### config.mk
export PLATFORM = sky130hd
export DESIGN_NAME = adaptive_count_rate_smoother_flat
export DESIGN_NICKNAME = d
export VERILOG_FILES = /design/src/rtl/core/acrs_pkg.sv /design/src/rtl/core/acrs_if.sv /design/src/rtl/core/acrs_ram.sv /design/src/rtl/core/acrs_sdiv.sv /design/src/rtl/core/acrs_smul.sv /design/src/rtl/core/adaptive_count_rate_smoother.sv /design/src/flat_wrapper.sv
export SDC_FILE = /design/constraint.sdc
export NUM_CORES = 2
export LEC_CHECK = 0
export BUFFER_PORTS_ARGS = -buffer_cell sky130_fd_sc_hd__buf_2
export CAP_MARGIN = 25
export CORE_AREA = 3 3 583 469
export DETAILED_ROUTE_END_ITERATION = 10
export DIE_AREA = 0 0 586 472
export PLACE_DENSITY = 0.48
export SYNTH_ARGS = -nofsm -noshare
export SYNTH_HDL_FRONTEND = slang
export SYNTH_HIERARCHICAL = 1
export SYNTH_SLANG_ARGS = --single-unit
### constraint.sdc
create_clock -name clock -period 7.7 [get_ports clock]
set_clock_uncertainty 0.2 [all_clocks]
set_input_delay 1.925 -clock clock [delete_from_list [all_inputs] [get_ports clock]]
set_output_delay 1.925 -clock clock [all_outputs]
set_load 0.01 [all_outputs]
### src/rtl/core/acrs_pkg.sv
// shared widths, register indexes and constants of the count-rate smoother
package acrs_pkg;

   localparam int COUNT_W    = 16;
   localparam int FRAC_W     = 8;
   localparam int SAMPLE_W   = 24;
   localparam int DOSE_W     = 32;
   localparam int DISP_W     = 32;
   localparam int MODE_W     = 2;
   localparam int CSR_IDX_W  = 2;
   localparam int CSR_DATA_W = 32;
   localparam int STREAK_W   = 3;
   localparam int DEN_W      = 8;
   localparam int PROD_W     = SAMPLE_W + DOSE_W;
   localparam int SCALED_W   = PROD_W - 16;
   localparam int WIDE_W     = SCALED_W + 7;

   // register indexes
   localparam logic [CSR_IDX_W-1:0] REG_THRESHOLD  = 2'd0;
   localparam logic [CSR_IDX_W-1:0] REG_UNIT_MODE  = 2'd1;
   localparam logic [CSR_IDX_W-1:0] REG_DOSE       = 2'd2;
   localparam logic [CSR_IDX_W-1:0] REG_BACKGROUND = 2'd3;

   // unit modes, any other code acts as scaled
   localparam logic [MODE_W-1:0] MODE_RAW    = 2'd0;
   localparam logic [MODE_W-1:0] MODE_DOSE   = 2'd1;
   localparam logic [MODE_W-1:0] MODE_SCALED = 2'd2;

   localparam logic [SAMPLE_W-1:0] THRESHOLD_RESET = 24'd2560;
   localparam logic [DOSE_W-1:0]   DOSE_RESET      = 32'd65536;

   // times 1.16 as 116 / 100
   localparam logic [DEN_W-1:0] SCALE_DEN = 8'd100;

   localparam logic [DISP_W-1:0] DISP_MAX = {DISP_W{1'b1}};

endpackage

### src/rtl/core/acrs_if.sv
// item channels of the count-rate smoother
interface acrs_req_if;
   logic                        valid;
   logic                        ready;
   logic [acrs_pkg::COUNT_W-1:0] pulse_count;
   modport source (output valid, output pulse_count, input ready);
   modport sink (input valid, input pulse_count, output ready);
endinterface

interface acrs_rsp_if;
   logic                          valid;
   logic                          ready;
   logic [acrs_pkg::SAMPLE_W-1:0] smoothed_rate;
   logic [acrs_pkg::DISP_W-1:0]   display_value;
   logic                          window_refreshed;
   modport source (output valid, output smoothed_rate, output display_value,
                   output window_refreshed, input ready);
   modport sink (input valid, input smoothed_rate, input display_value,
                 input window_refreshed, output ready);
endinterface

### src/rtl/core/acrs_ram.sv
// generic single-write, single-read ram with registered read
module acrs_ram #(
   parameter int WIDTH = 24,
   parameter int DEPTH = 60
) (
   input  logic                     clock,
   input  logic                     wr_en,
   input  logic [$clog2(DEPTH)-1:0] wr_addr,
   input  logic [WIDTH-1:0]         wr_data,
   input  logic [$clog2(DEPTH)-1:0] rd_addr,
   output logic [WIDTH-1:0]         rd_data
);

   logic [WIDTH-1:0] mem_ff [DEPTH];
   logic [WIDTH-1:0] rd_data_ff;

   always_ff @(posedge clock) begin
      if (wr_en) begin
         mem_ff[wr_addr] <= wr_data;
      end
      rd_data_ff <= mem_ff[rd_addr];
   end

   assign rd_data = rd_data_ff;

endmodule

### src/rtl/core/acrs_sdiv.sv
// bit-serial restoring divider, one quotient bit per cycle
module acrs_sdiv #(
   parameter int DW = 47,
   parameter int VW = 8
) (
   input  logic          clock,
   input  logic          reset,
   input  logic          start,
   input  logic [DW-1:0] dividend,
   input  logic [VW-1:0] divisor,
   output logic          done,
   output logic [DW-1:0] quotient
);

   localparam int CW = $clog2(DW);

   logic [DW-1:0] num_ff, num_in;
   logic [VW-1:0] rem_ff, rem_in;
   logic [VW-1:0] den_ff;
   logic [CW-1:0] cnt_ff, cnt_in;
   logic          busy_ff, busy_in;
   logic          done_ff, done_in;
   logic [VW:0]   trial;
   logic          take;

   // one restoring step
   always_comb begin
      trial   = {rem_ff, num_ff[DW-1]};
      take    = trial >= {1'b0, den_ff};
      num_in  = num_ff;
      rem_in  = rem_ff;
      cnt_in  = cnt_ff;
      busy_in = busy_ff;
      done_in = 1'b0;
      if (start) begin
         num_in  = dividend;
         rem_in  = '0;
         cnt_in  = '0;
         busy_in = 1'b1;
      end else if (busy_ff) begin
         num_in = {num_ff[DW-2:0], take};
         rem_in = take ? VW'(trial - {1'b0, den_ff}) : VW'(trial);
         cnt_in = cnt_ff + CW'(1);
         if (cnt_ff == CW'(DW - 1)) begin
            busy_in = 1'b0;
            done_in = 1'b1;
         end
      end
   end

   always_ff @(posedge clock) begin
      if (reset) begin
         busy_ff <= 1'b0;
         done_ff <= 1'b0;
         cnt_ff  <= '0;
      end else begin
         busy_ff <= busy_in;
         done_ff <= done_in;
         cnt_ff  <= cnt_in;
      end
      num_ff <= num_in;
      rem_ff <= rem_in;
      if (start) begin
         den_ff <= divisor;
      end
   end

   assign done     = done_ff;
   assign quotient = num_ff;

endmodule

### src/rtl/core/acrs_smul.sv
// bit-serial shift-add multiplier, one multiplier bit per cycle
module acrs_smul #(
   parameter int AW = 24,
   parameter int BW = 32
) (
   input  logic             clock,
   input  logic             reset,
   input  logic             start,
   input  logic [AW-1:0]    a,
   input  logic [BW-1:0]    b,
   output logic             done,
   output logic [AW+BW-1:0] product
);

   localparam int CW = $clog2(AW);

   logic [AW-1:0]    a_ff;
   logic [BW-1:0]    b_ff;
   logic [AW+BW-1:0] acc_ff;
   logic [CW-1:0]    cnt_ff;
   logic             busy_ff;
   logic             done_ff;

   // msb first: shift the sum and add b where the bit is set
   always_ff @(posedge clock) begin
      if (reset) begin
         busy_ff <= 1'b0;
         done_ff <= 1'b0;
         cnt_ff  <= '0;
      end else begin
         done_ff <= 1'b0;
         if (start) begin
            busy_ff <= 1'b1;
            cnt_ff  <= '0;
         end else if (busy_ff) begin
            cnt_ff <= cnt_ff + CW'(1);
            if (cnt_ff == CW'(AW - 1)) begin
               busy_ff <= 1'b0;
               done_ff <= 1'b1;
            end
         end
      end
      if (start) begin
         a_ff   <= a;
         b_ff   <= b;
         acc_ff <= '0;
      end else if (busy_ff) begin
         a_ff   <= {a_ff[AW-2:0], 1'b0};
         acc_ff <= {acc_ff[AW+BW-2:0], 1'b0}
                   + (a_ff[AW-1] ? (AW+BW)'(b_ff) : '0);
      end
   end

   assign done    = done_ff;
   assign product = acc_ff;

endmodule

### src/rtl/core/adaptive_count_rate_smoother.sv
// top level: moving-average count-rate smoother with fast response
// One pulse count is taken per item and one result is returned per item. Items are
// handled one at a time: a decision step, then a ring update (or, when a streak
// overflows, a refill of the whole window), and the window average comes from a
// bit-serial divider. In raw mode the item then finishes; in dose modes a bit-serial
// multiply follows, and in the times-1.16 mode a second division. The finished
// result sits in an output register, so a new item is taken while it waits. Window
// entries never written since reset read as zero through per-entry valid bits.
module adaptive_count_rate_smoother #(
   parameter int WINDOW_LEN   = 60,
   parameter int STREAK_LIMIT = 5
) (
   input  logic                                clock,
   input  logic                                reset,
   acrs_req_if.sink                            req_if,
   acrs_rsp_if.source                          rsp_if,
   input  logic                                csr_wr_en,
   input  logic [acrs_pkg::CSR_IDX_W-1:0]      csr_index,
   input  logic [acrs_pkg::CSR_DATA_W-1:0]     csr_wr_data
);

   localparam int PW    = $clog2(WINDOW_LEN);
   localparam int SUM_W = acrs_pkg::SAMPLE_W + $clog2(WINDOW_LEN + 1);
   localparam int DIV_W = (SUM_W > acrs_pkg::WIDE_W) ? SUM_W : acrs_pkg::WIDE_W;
   localparam int SW    = acrs_pkg::STREAK_W;
   localparam int CMP_W = acrs_pkg::SAMPLE_W + 4;

   typedef enum logic [11:0] {
      ST_IDLE     = 12'b0000_0000_0001,
      ST_DECIDE   = 12'b0000_0000_0010,
      ST_READ     = 12'b0000_0000_0100,
      ST_FILL     = 12'b0000_0000_1000,
      ST_AVG_GO   = 12'b0000_0001_0000,
      ST_AVG_WAIT = 12'b0000_0010_0000,
      ST_MUL_GO   = 12'b0000_0100_0000,
      ST_MUL_WAIT = 12'b0000_1000_0000,
      ST_SCALE    = 12'b0001_0000_0000,
      ST_DIV_GO   = 12'b0010_0000_0000,
      ST_DIV_WAIT = 12'b0100_0000_0000,
      ST_FINISH   = 12'b1000_0000_0000
   } state_type;

   state_type state_ff, state_in;

   logic [acrs_pkg::SAMPLE_W-1:0] thr_ff, bg_ff;
   logic [acrs_pkg::MODE_W-1:0]   mode_ff;
   logic [acrs_pkg::DOSE_W-1:0]   dose_ff;

   logic [acrs_pkg::SAMPLE_W-1:0] s_ff, last_avg_ff, avg_ff, push_ff;
   logic [SUM_W-1:0]              sum_ff;
   logic [PW-1:0]                 wpos_ff, fill_ff;
   logic [WINDOW_LEN-1:0]         valid_ff;
   logic [SW-1:0]                 rise_ff, fall_ff, ret_ff;
   logic [SW-1:0]                 rise_in, fall_in, ret_in;
   logic [acrs_pkg::WIDE_W-1:0]   val_ff;
   logic                          refresh_ff;

   logic                          rsp_valid_ff;
   logic [acrs_pkg::SAMPLE_W-1:0] rsp_rate_ff;
   logic [acrs_pkg::DISP_W-1:0]   rsp_disp_ff;
   logic                          rsp_ref_ff;

   logic                          accept;
   logic                          out_free;

   // decision signals
   logic [CMP_W-1:0] s10, a13, a7;
   logic             low, do_step, do_fill;
   logic [SW:0]      step_n;
   logic [SW-1:0]    step_cur;

   // ram and arithmetic units
   logic                          ram_we;
   logic [PW-1:0]                 ram_waddr;
   logic [acrs_pkg::SAMPLE_W-1:0] ram_wdata, ram_rdata, old_val;
   logic                          div_start, div_done;
   logic [DIV_W-1:0]              div_num, div_quot;
   logic [acrs_pkg::DEN_W-1:0]    div_den;
   logic                          mul_start, mul_done;
   logic [acrs_pkg::PROD_W-1:0]   mul_prod;
   logic [acrs_pkg::SCALED_W-1:0] scaled;
   logic [acrs_pkg::SAMPLE_W-1:0] avg_sat;

   assign accept    = req_if.valid && req_if.ready;
   assign req_if.ready = (state_ff == ST_IDLE);
   assign out_free  = !rsp_valid_ff || rsp_if.ready;

   // configuration registers
   always_ff @(posedge clock) begin
      if (reset) begin
         thr_ff  <= acrs_pkg::THRESHOLD_RESET;
         mode_ff <= acrs_pkg::MODE_RAW;
         dose_ff <= acrs_pkg::DOSE_RESET;
         bg_ff   <= '0;
      end else if (csr_wr_en) begin
         case (csr_index)
            acrs_pkg::REG_THRESHOLD:  thr_ff  <= csr_wr_data[acrs_pkg::SAMPLE_W-1:0];
            acrs_pkg::REG_UNIT_MODE:  mode_ff <= csr_wr_data[acrs_pkg::MODE_W-1:0];
            acrs_pkg::REG_DOSE:       dose_ff <= csr_wr_data;
            acrs_pkg::REG_BACKGROUND: bg_ff   <= csr_wr_data[acrs_pkg::SAMPLE_W-1:0];
            default: ;
         endcase
      end
   end

   // rise / fall / return decision against the last average
   always_comb begin
      s10 = (CMP_W'(s_ff) << 3) + (CMP_W'(s_ff) << 1);
      a13 = (CMP_W'(last_avg_ff) << 3) + (CMP_W'(last_avg_ff) << 2) + CMP_W'(last_avg_ff);
      a7  = (CMP_W'(last_avg_ff) << 3) - CMP_W'(last_avg_ff);
      low = s_ff < thr_ff;
      rise_in  = rise_ff;
      fall_in  = fall_ff;
      ret_in   = ret_ff;
      do_step  = 1'b0;
      step_cur = '0;
      if (low) begin
         rise_in = '0;
         fall_in = '0;
         if (last_avg_ff > thr_ff) begin
            do_step  = 1'b1;
            step_cur = ret_ff;
         end
      end else begin
         ret_in = '0;
         if (s10 > a13) begin
            fall_in  = '0;
            do_step  = 1'b1;
            step_cur = rise_ff;
         end else if (s10 < a7) begin
            rise_in  = '0;
            do_step  = 1'b1;
            step_cur = fall_ff;
         end
      end
      step_n  = {1'b0, step_cur} + (SW+1)'(1);
      do_fill = do_step && (step_n > (SW+1)'(STREAK_LIMIT));
      if (do_step) begin
         if (low) begin
            ret_in = do_fill ? '0 : step_n[SW-1:0];
         end else if (s10 > a13) begin
            rise_in = do_fill ? '0 : step_n[SW-1:0];
         end else begin
            fall_in = do_fill ? '0 : step_n[SW-1:0];
         end
      end
   end

   // window ring
   assign old_val   = valid_ff[wpos_ff] ? ram_rdata : '0;
   assign ram_we    = (state_ff == ST_READ) || (state_ff == ST_FILL);
   assign ram_waddr = (state_ff == ST_FILL) ? fill_ff : wpos_ff;
   assign ram_wdata = (state_ff == ST_FILL) ? s_ff : push_ff;

   acrs_ram #(
      .WIDTH(acrs_pkg::SAMPLE_W),
      .DEPTH(WINDOW_LEN)
   ) u_ring (
      .clock  (clock),
      .wr_en  (ram_we),
      .wr_addr(ram_waddr),
      .wr_data(ram_wdata),
      .rd_addr(wpos_ff),
      .rd_data(ram_rdata)
   );

   // shared divider: window length for the average, 100 for the 1.16 scale
   assign div_start = (state_ff == ST_AVG_GO) || (state_ff == ST_DIV_GO);
   assign div_num   = (state_ff == ST_AVG_GO) ? DIV_W'(sum_ff) : DIV_W'(val_ff);
   assign div_den   = (state_ff == ST_AVG_GO) ? acrs_pkg::DEN_W'(WINDOW_LEN)
                                              : acrs_pkg::SCALE_DEN;

   acrs_sdiv #(
      .DW(DIV_W),
      .VW(acrs_pkg::DEN_W)
   ) u_sdiv (
      .clock   (clock),
      .reset   (reset),
      .start   (div_start),
      .dividend(div_num),
      .divisor (div_den),
      .done    (div_done),
      .quotient(div_quot)
   );

   assign mul_start = (state_ff == ST_MUL_GO);

   acrs_smul #(
      .AW(acrs_pkg::SAMPLE_W),
      .BW(acrs_pkg::DOSE_W)
   ) u_smul (
      .clock  (clock),
      .reset  (reset),
      .start  (mul_start),
      .a      (avg_ff),
      .b      (dose_ff),
      .done   (mul_done),
      .product(mul_prod)
   );

   assign avg_sat = (|div_quot[DIV_W-1:acrs_pkg::SAMPLE_W]) ? '1
                                                            : div_quot[acrs_pkg::SAMPLE_W-1:0];
   assign scaled  = mul_prod[acrs_pkg::PROD_W-1:16];

   // sequencer
   always_comb begin
      state_in = state_ff;
      case (state_ff)
         ST_IDLE:     if (accept) state_in = ST_DECIDE;
         ST_DECIDE:   state_in = do_fill ? ST_FILL : ST_READ;
         ST_READ:     state_in = ST_AVG_GO;
         ST_FILL:     if (fill_ff == PW'(WINDOW_LEN - 1)) state_in = ST_AVG_GO;
         ST_AVG_GO:   state_in = ST_AVG_WAIT;
         ST_AVG_WAIT: begin
            if (div_done) begin
               state_in = (mode_ff == acrs_pkg::MODE_RAW) ? ST_FINISH : ST_MUL_GO;
            end
         end
         ST_MUL_GO:   state_in = ST_MUL_WAIT;
         ST_MUL_WAIT: begin
            if (mul_done) begin
               state_in = (mode_ff == acrs_pkg::MODE_DOSE) ? ST_SCALE : ST_FINISH;
            end
         end
         ST_SCALE:    state_in = ST_DIV_GO;
         ST_DIV_GO:   state_in = ST_DIV_WAIT;
         ST_DIV_WAIT: if (div_done) state_in = ST_FINISH;
         ST_FINISH:   if (out_free) state_in = ST_IDLE;
         default:     state_in = ST_IDLE;
      endcase
   end

   // control state
   always_ff @(posedge clock) begin
      if (reset) begin
         state_ff    <= ST_IDLE;
         sum_ff      <= '0;
         wpos_ff     <= '0;
         valid_ff    <= '0;
         last_avg_ff <= '0;
         rise_ff     <= '0;
         fall_ff     <= '0;
         ret_ff      <= '0;
         fill_ff     <= '0;
      end else begin
         state_ff <= state_in;
         case (state_ff)
            ST_DECIDE: begin
               rise_ff <= rise_in;
               fall_ff <= fall_in;
               ret_ff  <= ret_in;
               fill_ff <= '0;
               if (do_fill) begin
                  sum_ff <= '0;
               end
            end
            ST_READ: begin
               sum_ff            <= sum_ff - SUM_W'(old_val) + SUM_W'(push_ff);
               valid_ff[wpos_ff] <= 1'b1;
               wpos_ff <= (wpos_ff == PW'(WINDOW_LEN - 1)) ? '0 : wpos_ff + PW'(1);
            end
            ST_FILL: begin
               sum_ff            <= sum_ff + SUM_W'(s_ff);
               valid_ff[fill_ff] <= 1'b1;
               fill_ff           <= fill_ff + PW'(1);
            end
            ST_AVG_WAIT: begin
               if (div_done) begin
                  last_avg_ff <= avg_sat;
               end
            end
            default: ;
         endcase
      end
   end

   // payload registers
   always_ff @(posedge clock) begin
      if (accept) begin
         s_ff <= {req_if.pulse_count, {acrs_pkg::FRAC_W{1'b0}}};
      end
      if (state_ff == ST_DECIDE) begin
         refresh_ff <= do_fill;
         push_ff    <= do_step ? last_avg_ff : s_ff;
      end
      if ((state_ff == ST_AVG_WAIT) && div_done) begin
         avg_ff <= avg_sat;
         val_ff <= acrs_pkg::WIDE_W'(avg_sat);
      end
      if ((state_ff == ST_MUL_WAIT) && mul_done) begin
         val_ff <= (scaled > acrs_pkg::SCALED_W'(bg_ff))
                   ? acrs_pkg::WIDE_W'(scaled - acrs_pkg::SCALED_W'(bg_ff))
                   : acrs_pkg::WIDE_W'(scaled);
      end
      // times 116 as 64 + 32 + 16 + 4
      if (state_ff == ST_SCALE) begin
         val_ff <= (val_ff << 6) + (val_ff << 5) + (val_ff << 4) + (val_ff << 2);
      end
      if ((state_ff == ST_DIV_WAIT) && div_done) begin
         val_ff <= div_quot[acrs_pkg::WIDE_W-1:0];
      end
   end

   // output register
   always_ff @(posedge clock) begin
      if (reset) begin
         rsp_valid_ff <= 1'b0;
      end else if ((state_ff == ST_FINISH) && out_free) begin
         rsp_valid_ff <= 1'b1;
      end else if (rsp_if.ready) begin
         rsp_valid_ff <= 1'b0;
      end
      if ((state_ff == ST_FINISH) && out_free) begin
         rsp_rate_ff <= avg_ff;
         rsp_disp_ff <= (|val_ff[acrs_pkg::WIDE_W-1:acrs_pkg::DISP_W])
                        ? acrs_pkg::DISP_MAX : val_ff[acrs_pkg::DISP_W-1:0];
         rsp_ref_ff  <= refresh_ff;
      end
   end

   assign rsp_if.valid            = rsp_valid_ff;
   assign rsp_if.smoothed_rate    = rsp_rate_ff;
   assign rsp_if.display_value    = rsp_disp_ff;
   assign rsp_if.window_refreshed = rsp_ref_ff;

`ifndef ASSERT_OFF
   a_accept_decide: assert property (@(posedge clock) disable iff (reset)
      accept |=> (state_ff == ST_DECIDE))
      else $error("accepted item did not reach the decision step");

   a_wpos_range: assert property (@(posedge clock) disable iff (reset)
      wpos_ff <= PW'(WINDOW_LEN - 1))
      else $error("write position beyond the window");

   a_streak_limit: assert property (@(posedge clock) disable iff (reset)
      (rise_ff <= SW'(STREAK_LIMIT)) && (fall_ff <= SW'(STREAK_LIMIT))
      && (ret_ff <= SW'(STREAK_LIMIT)))
      else $error("streak counter passed its limit");

   a_sum_range: assert property (@(posedge clock) disable iff (reset)
      (state_ff == ST_AVG_GO) |-> (sum_ff <= SUM_W'(WINDOW_LEN) * SUM_W'(24'hFFFFFF)))
      else $error("running sum out of range");

   a_fill_flag: assert property (@(posedge clock) disable iff (reset)
      ((state_ff == ST_FILL) && (fill_ff == '0)) |-> $past(do_fill))
      else $error("refill started without a streak overflow");
`endif

endmodule
### src/flat_wrapper.sv
// flat-port wrapper written by rule: the top's interface ports become plain ports
module adaptive_count_rate_smoother_flat 
#(
   parameter int WINDOW_LEN   = 60,
   parameter int STREAK_LIMIT = 5
)
  (clock, reset, csr_wr_en, csr_index, csr_wr_data, req_if_valid, req_if_pulse_count, req_if_ready, rsp_if_valid, rsp_if_smoothed_rate, rsp_if_display_value, rsp_if_window_refreshed, rsp_if_ready);
  acrs_req_if req_if_i ();
  acrs_rsp_if rsp_if_i ();
  input  logic clock;
  input  logic reset;
  input  logic csr_wr_en;
  input  logic [acrs_pkg::CSR_IDX_W-1:0] csr_index;
  input  logic [acrs_pkg::CSR_DATA_W-1:0] csr_wr_data;
  input wire logic [$bits(req_if_i.valid)-1:0] req_if_valid;
  input wire logic [$bits(req_if_i.pulse_count)-1:0] req_if_pulse_count;
  output wire logic [$bits(req_if_i.ready)-1:0] req_if_ready;
  output wire logic [$bits(rsp_if_i.valid)-1:0] rsp_if_valid;
  output wire logic [$bits(rsp_if_i.smoothed_rate)-1:0] rsp_if_smoothed_rate;
  output wire logic [$bits(rsp_if_i.display_value)-1:0] rsp_if_display_value;
  output wire logic [$bits(rsp_if_i.window_refreshed)-1:0] rsp_if_window_refreshed;
  input wire logic [$bits(rsp_if_i.ready)-1:0] rsp_if_ready;
  assign req_if_i.valid = req_if_valid;
  assign req_if_i.pulse_count = req_if_pulse_count;
  assign req_if_ready = req_if_i.ready;
  assign rsp_if_valid = rsp_if_i.valid;
  assign rsp_if_smoothed_rate = rsp_if_i.smoothed_rate;
  assign rsp_if_display_value = rsp_if_i.display_value;
  assign rsp_if_window_refreshed = rsp_if_i.window_refreshed;
  assign rsp_if_i.ready = rsp_if_ready;
  adaptive_count_rate_smoother #(.WINDOW_LEN(WINDOW_LEN), .STREAK_LIMIT(STREAK_LIMIT)) u_core (.clock(clock), .reset(reset), .req_if(req_if_i), .rsp_if(rsp_if_i), .csr_wr_en(csr_wr_en), .csr_index(csr_index), .csr_wr_data(csr_wr_data));
endmodule
==> impl_results.md <==
* Result of the run: finished clean
* Worst-case headroom to the max-slew limit at 13.2%
* # setup viols final at 0
* GR Util met3 at 3.89%
* Syn avg cell area at 14.0 µm²
* Count of pins on the block boundary at 114
* Crit end category: flop
* Maximum count of clock buffers along a single path at 4
* Global placer's final weighted congestion at 0.883
* PortBufs at 113
* Count of clock tree sinks at 2,053
* CTS H-tree lvls at 4
* Xor and xnor fraction of the mapped netlist area at 1.91%
* Clock Pin Slew Worst Setup and Hold Paths at 0.06 ns
* Cell Count Post-Placement at 10,400
* Clk Latency, worst-skew pair at 0.88 ns
* Main combinational cell family by area after synthesis: multiplexers
* Effective utilization at floorplan at 36.0%
* Path type of the worst min-delay path: flop to flop
* Horizontal extent of the die at 586 µm
* Number of nets in the layout at 7,596
* First-pass GRT wire length at 419,000 µm
* Most frequent CP cell: buf_4
* Total number of placement rows at 170
* Top cell type's share of synthesized area at 53.5%
* Smallest hold slack at 0.221 ns
* Leakage power of the design at 36.1 nW
* Pre-antenna DRT Iters at 5
* Yosys warns at 6
* Combined flip-flop and latch cell area at 58,300 µm²
* Final period util at 95.0%
* Multiplexer fraction of the synthesized cell area at 11.2%
* Global-route track usage on met2 at 30.4%
* Highest-delay cell along the critical path: fa_1
* Peak per-stage delay on the critical path at 0.51 ns
* Synth Flop Type: edfxtp_1
* DRC at 0
* Complex-gate fraction of the synthesized area at 9.17%
* Distinct cell type count of the synthesized netlist at 111
* Global-route layer with the greatest usage: met1
* Maximum number of pins on one net before global-route repair at 169
* IR drop worst, VDD at 0.203 mV
* Startpoint type of the worst setup path: flop
* Count of flip-flops with a built-in enable after synthesis at 1,720
* CP Max Fanout at 8
* Met1 GRT Util at 31.7%
* Post-Synthesis Cells at 6,869
* Crit Path Category: flop to flop
* Yosys top cell by area: edfxtp_1
* Vias per cell at 5.56
* Area of the multi-input gates at 36,200 µm²
* Number of synthesized register bits at 2,053
* Synth Area in Adders at 6.82%
* CTS Root Buffer Type: clkbuf_16
* Data required time of the worst path at 8.30 ns
* Vias in the first global route at 58,400
* Combined area of all synthesized cells at 96,500 µm²
* Main area contributors after synthesis: edfxtp_1, mux4_2, dfxtp_1
* Number of nets with antenna violations after detailed routing at 0
* Drt first-iter violations at 6,104
* Fraction of registers with async set/reset at 0%
* CTS Hold Buffers Added at 0
* Routed via count at 60,000
* Filler cell count at 24,700
* Height of the die at 472 µm
* Layout overhead on the synthesized area at 13.2%
* Count of final hold-check violations at 0
* Min Tclk post-route at 7.31 ns
* Average detailed-routed wire length per instance at 26.9 µm
* Initial antenna violation count at 18
* Finished Layout Cells at 10,800
* Count of final max-slew check failures at 0
* Measured slew at the worst slew-check pin at 1.29 ns
* Global routing usage summed across all routing layers at 20.6%
* Worst EP arrival at 7.91 ns
* Sequential element share of the synthesized area at 60.5%
* CTS tree: yes
* Placed wire-length estimate at 194,000 µm
* Total clock buffers created by CTS at 218
* Share of layout cells above drive strength 1 at 17.8%
* Post-synthesis simple-gate area fraction at 7.81%
* Cell Pwr Density at 227 nW/µm²
* Max capacitance violation total at 0
* DRT Wirelength at 291,000 µm
* Global route overflow at 0
* Standard cell core area at 268,000 µm²
* Maximum clock rate at 0.137 GHz
* Total die area at 277,000 µm²
==> metal layers <==
| metal | part of all wire [%] | wire length, µm | up-vias |
|---|---|---|---|
| met5 | 0 | 0 | - |
| met4 | 1.6 | 4570 | 0 |
| met3 | 7.1 | 20600 | 271 |
| met2 | 43 | 126000 | 1899 |
| met1 | 48 | 139000 | 31100 |
| li1 | - | - | 26800 |
==> power breakdown <==
| group | total [mW] | switching (mW) | internal, mW |
|---|---|---|---|
| clock network | 10.4 | 4.42 | 5.97 |
| registers | 12.3 | 0.154 | 12.2 |
| logic | 2.09 | 1.33 | 0.759 |
==> placed cells by master (no fill, tap or decap), drive strengths merged, types with 88 or more instances in the layout <==
cell,n
a221oi,88
mux2i,168
a21oi,373
nand2,487
fa,133
dfxtp,333
mux4,344
buf,312
xnor2,134
clkbuf,285
inv,305
a211oi,105
ha,313
edfxtp,1720
nor2,490
mux2,120
o21ai,257
==> cell usage after synthesis, types with 20 or more instances <==
cell,instances
edfxtp_1,1720
nor2_1,489
nand2_1,486
a21oi_1,365
mux4_2,344
dfxtp_1,333
ha_1,313
inv_1,300
o21ai_0,247
clkbuf_1,188
mux2i_1,168
xnor2_1,134
fa_1,133
mux2_2,120
a211oi_1,104
nand2b_1,86
nand3_1,84
a221oi_1,83
a21o_1,82
and2_1,80
xor2_1,76
nor3_1,71
a22oi_1,67
buf_2,66
o22ai_1,50
o21a_1,45
and3_1,41
nand4_1,40
nor2b_1,38
o211ai_1,38
buf_1,30
nor4_1,29
a31oi_1,27
o21bai_1,26
or3_1,26
nand3b_1,21
a211o_1,20
==> worst max-delay path, delay by kind of cell (launching register included) <==
| kind | cells | cell delay [ns] |
|---|---|---|
| adders and majority gates | 4 | 1.34 |
| buffers and inverters | 4 | 0.65 |
| AOI/OAI and AO/OA | 15 | 2.98 |
| and+or+nand+nor | 9 | 1.56 |
| xor gates and xnor gates | 1 | 0.14 |
| DFF | 1 | 0.35 |
==> metrics by stage <==
stage / cell area, µm² / total power, mW / worst slack [ns] / setup TNS (ns) / util, %
after floorplan: 96500 / 13.9 / 1.13 / 0 / -
after global placement: 102000 / 14.6 / 0.189 / 0 / 38.1
after detailed placement: 102000 / 14.6 / 0.150 / 0 / 38.1
after CTS: 109000 / 25.1 / 0.0426 / 0 / 40.7
after global routing: 109000 / 25.7 / -0.0485 / -0.376 / 40.8
final: 109000 / 24.8 / 0.387 / 0 / 40.8
==> sequential cells by signal, summed over array words and instances, names as in the netlist, 8 cells and up <==
register	count
u_core/last_avg_ff	24
u_core/dose_ff	32
u_core/u_smul/product	56
u_core/u_ring/rd_data	24
u_core/val_ff	47
u_core/avg_ff	24
u_core/u_ring/mem_ff	1440
u_core/u_smul/b_ff	32
u_core/u_sdiv/den_ff	8
u_core/s_ff	16
u_core/bg_ff	24
u_core/rsp_if.smoothed_rate	24
u_core/u_smul/a_ff	24
u_core/sum_ff	30
u_core/push_ff	24
u_core/state_ff	12
u_core/thr_ff	24
u_core/u_sdiv/rem_ff	8
u_core/valid_ff	60
u_core/rsp_if.display_value	32
u_core/u_sdiv/quotient	47
==> final cells by class <==
class | count | share of cell area, %
Antenna cell | 4 | 0.00916
Clock buffer | 280 | 5.35
Clock inverter | 117 | 1.01
Inverter | 303 | 1.04
Multi-Input combinational cell | 4202 | 33.1
Sequential cell | 2053 | 53.4
Tap cell | 3526 | 4.04
Timing Repair Buffer | 317 | 2.03
==> logic make-up after synthesis <==
group / after synthesis
and+or+nand+nor: 1585
xor gates and xnor gates: 210
muxes: 632
AOI/OAI and AO/OA: 1324
other: 2
buffers and inverters: 617
DFF: 2053
adders and majority gates: 446
==> path summary, 6_finish.rpt <==
check	start	endpoint	slack, ns	depth (start not counted)
worst max register to register	u_core/last_avg_ff[2]$_SDFFE_PP0P_	u_core/sum_ff[2]$_SDFFE_PP0P_	0.39	33
worst max-delay path	u_core/last_avg_ff[2]$_SDFFE_PP0P_	u_core/sum_ff[2]$_SDFFE_PP0P_	0.39	33
worst min-delay path	u_core/dose_ff[2]$_SDFFE_PP0P_	u_core/u_smul/b_ff[2]$_DFFE_PP_	0.22	0
worst min register to register	u_core/dose_ff[2]$_SDFFE_PP0P_	u_core/u_smul/b_ff[2]$_DFFE_PP_	0.22	0
==> repair_timing <==
item,in CTS,in global routing
endpoints found under the setup margin,0,47
buffers inserted,0,6
gates resized for setup,0,26
(Power assumes the default switching activity.)
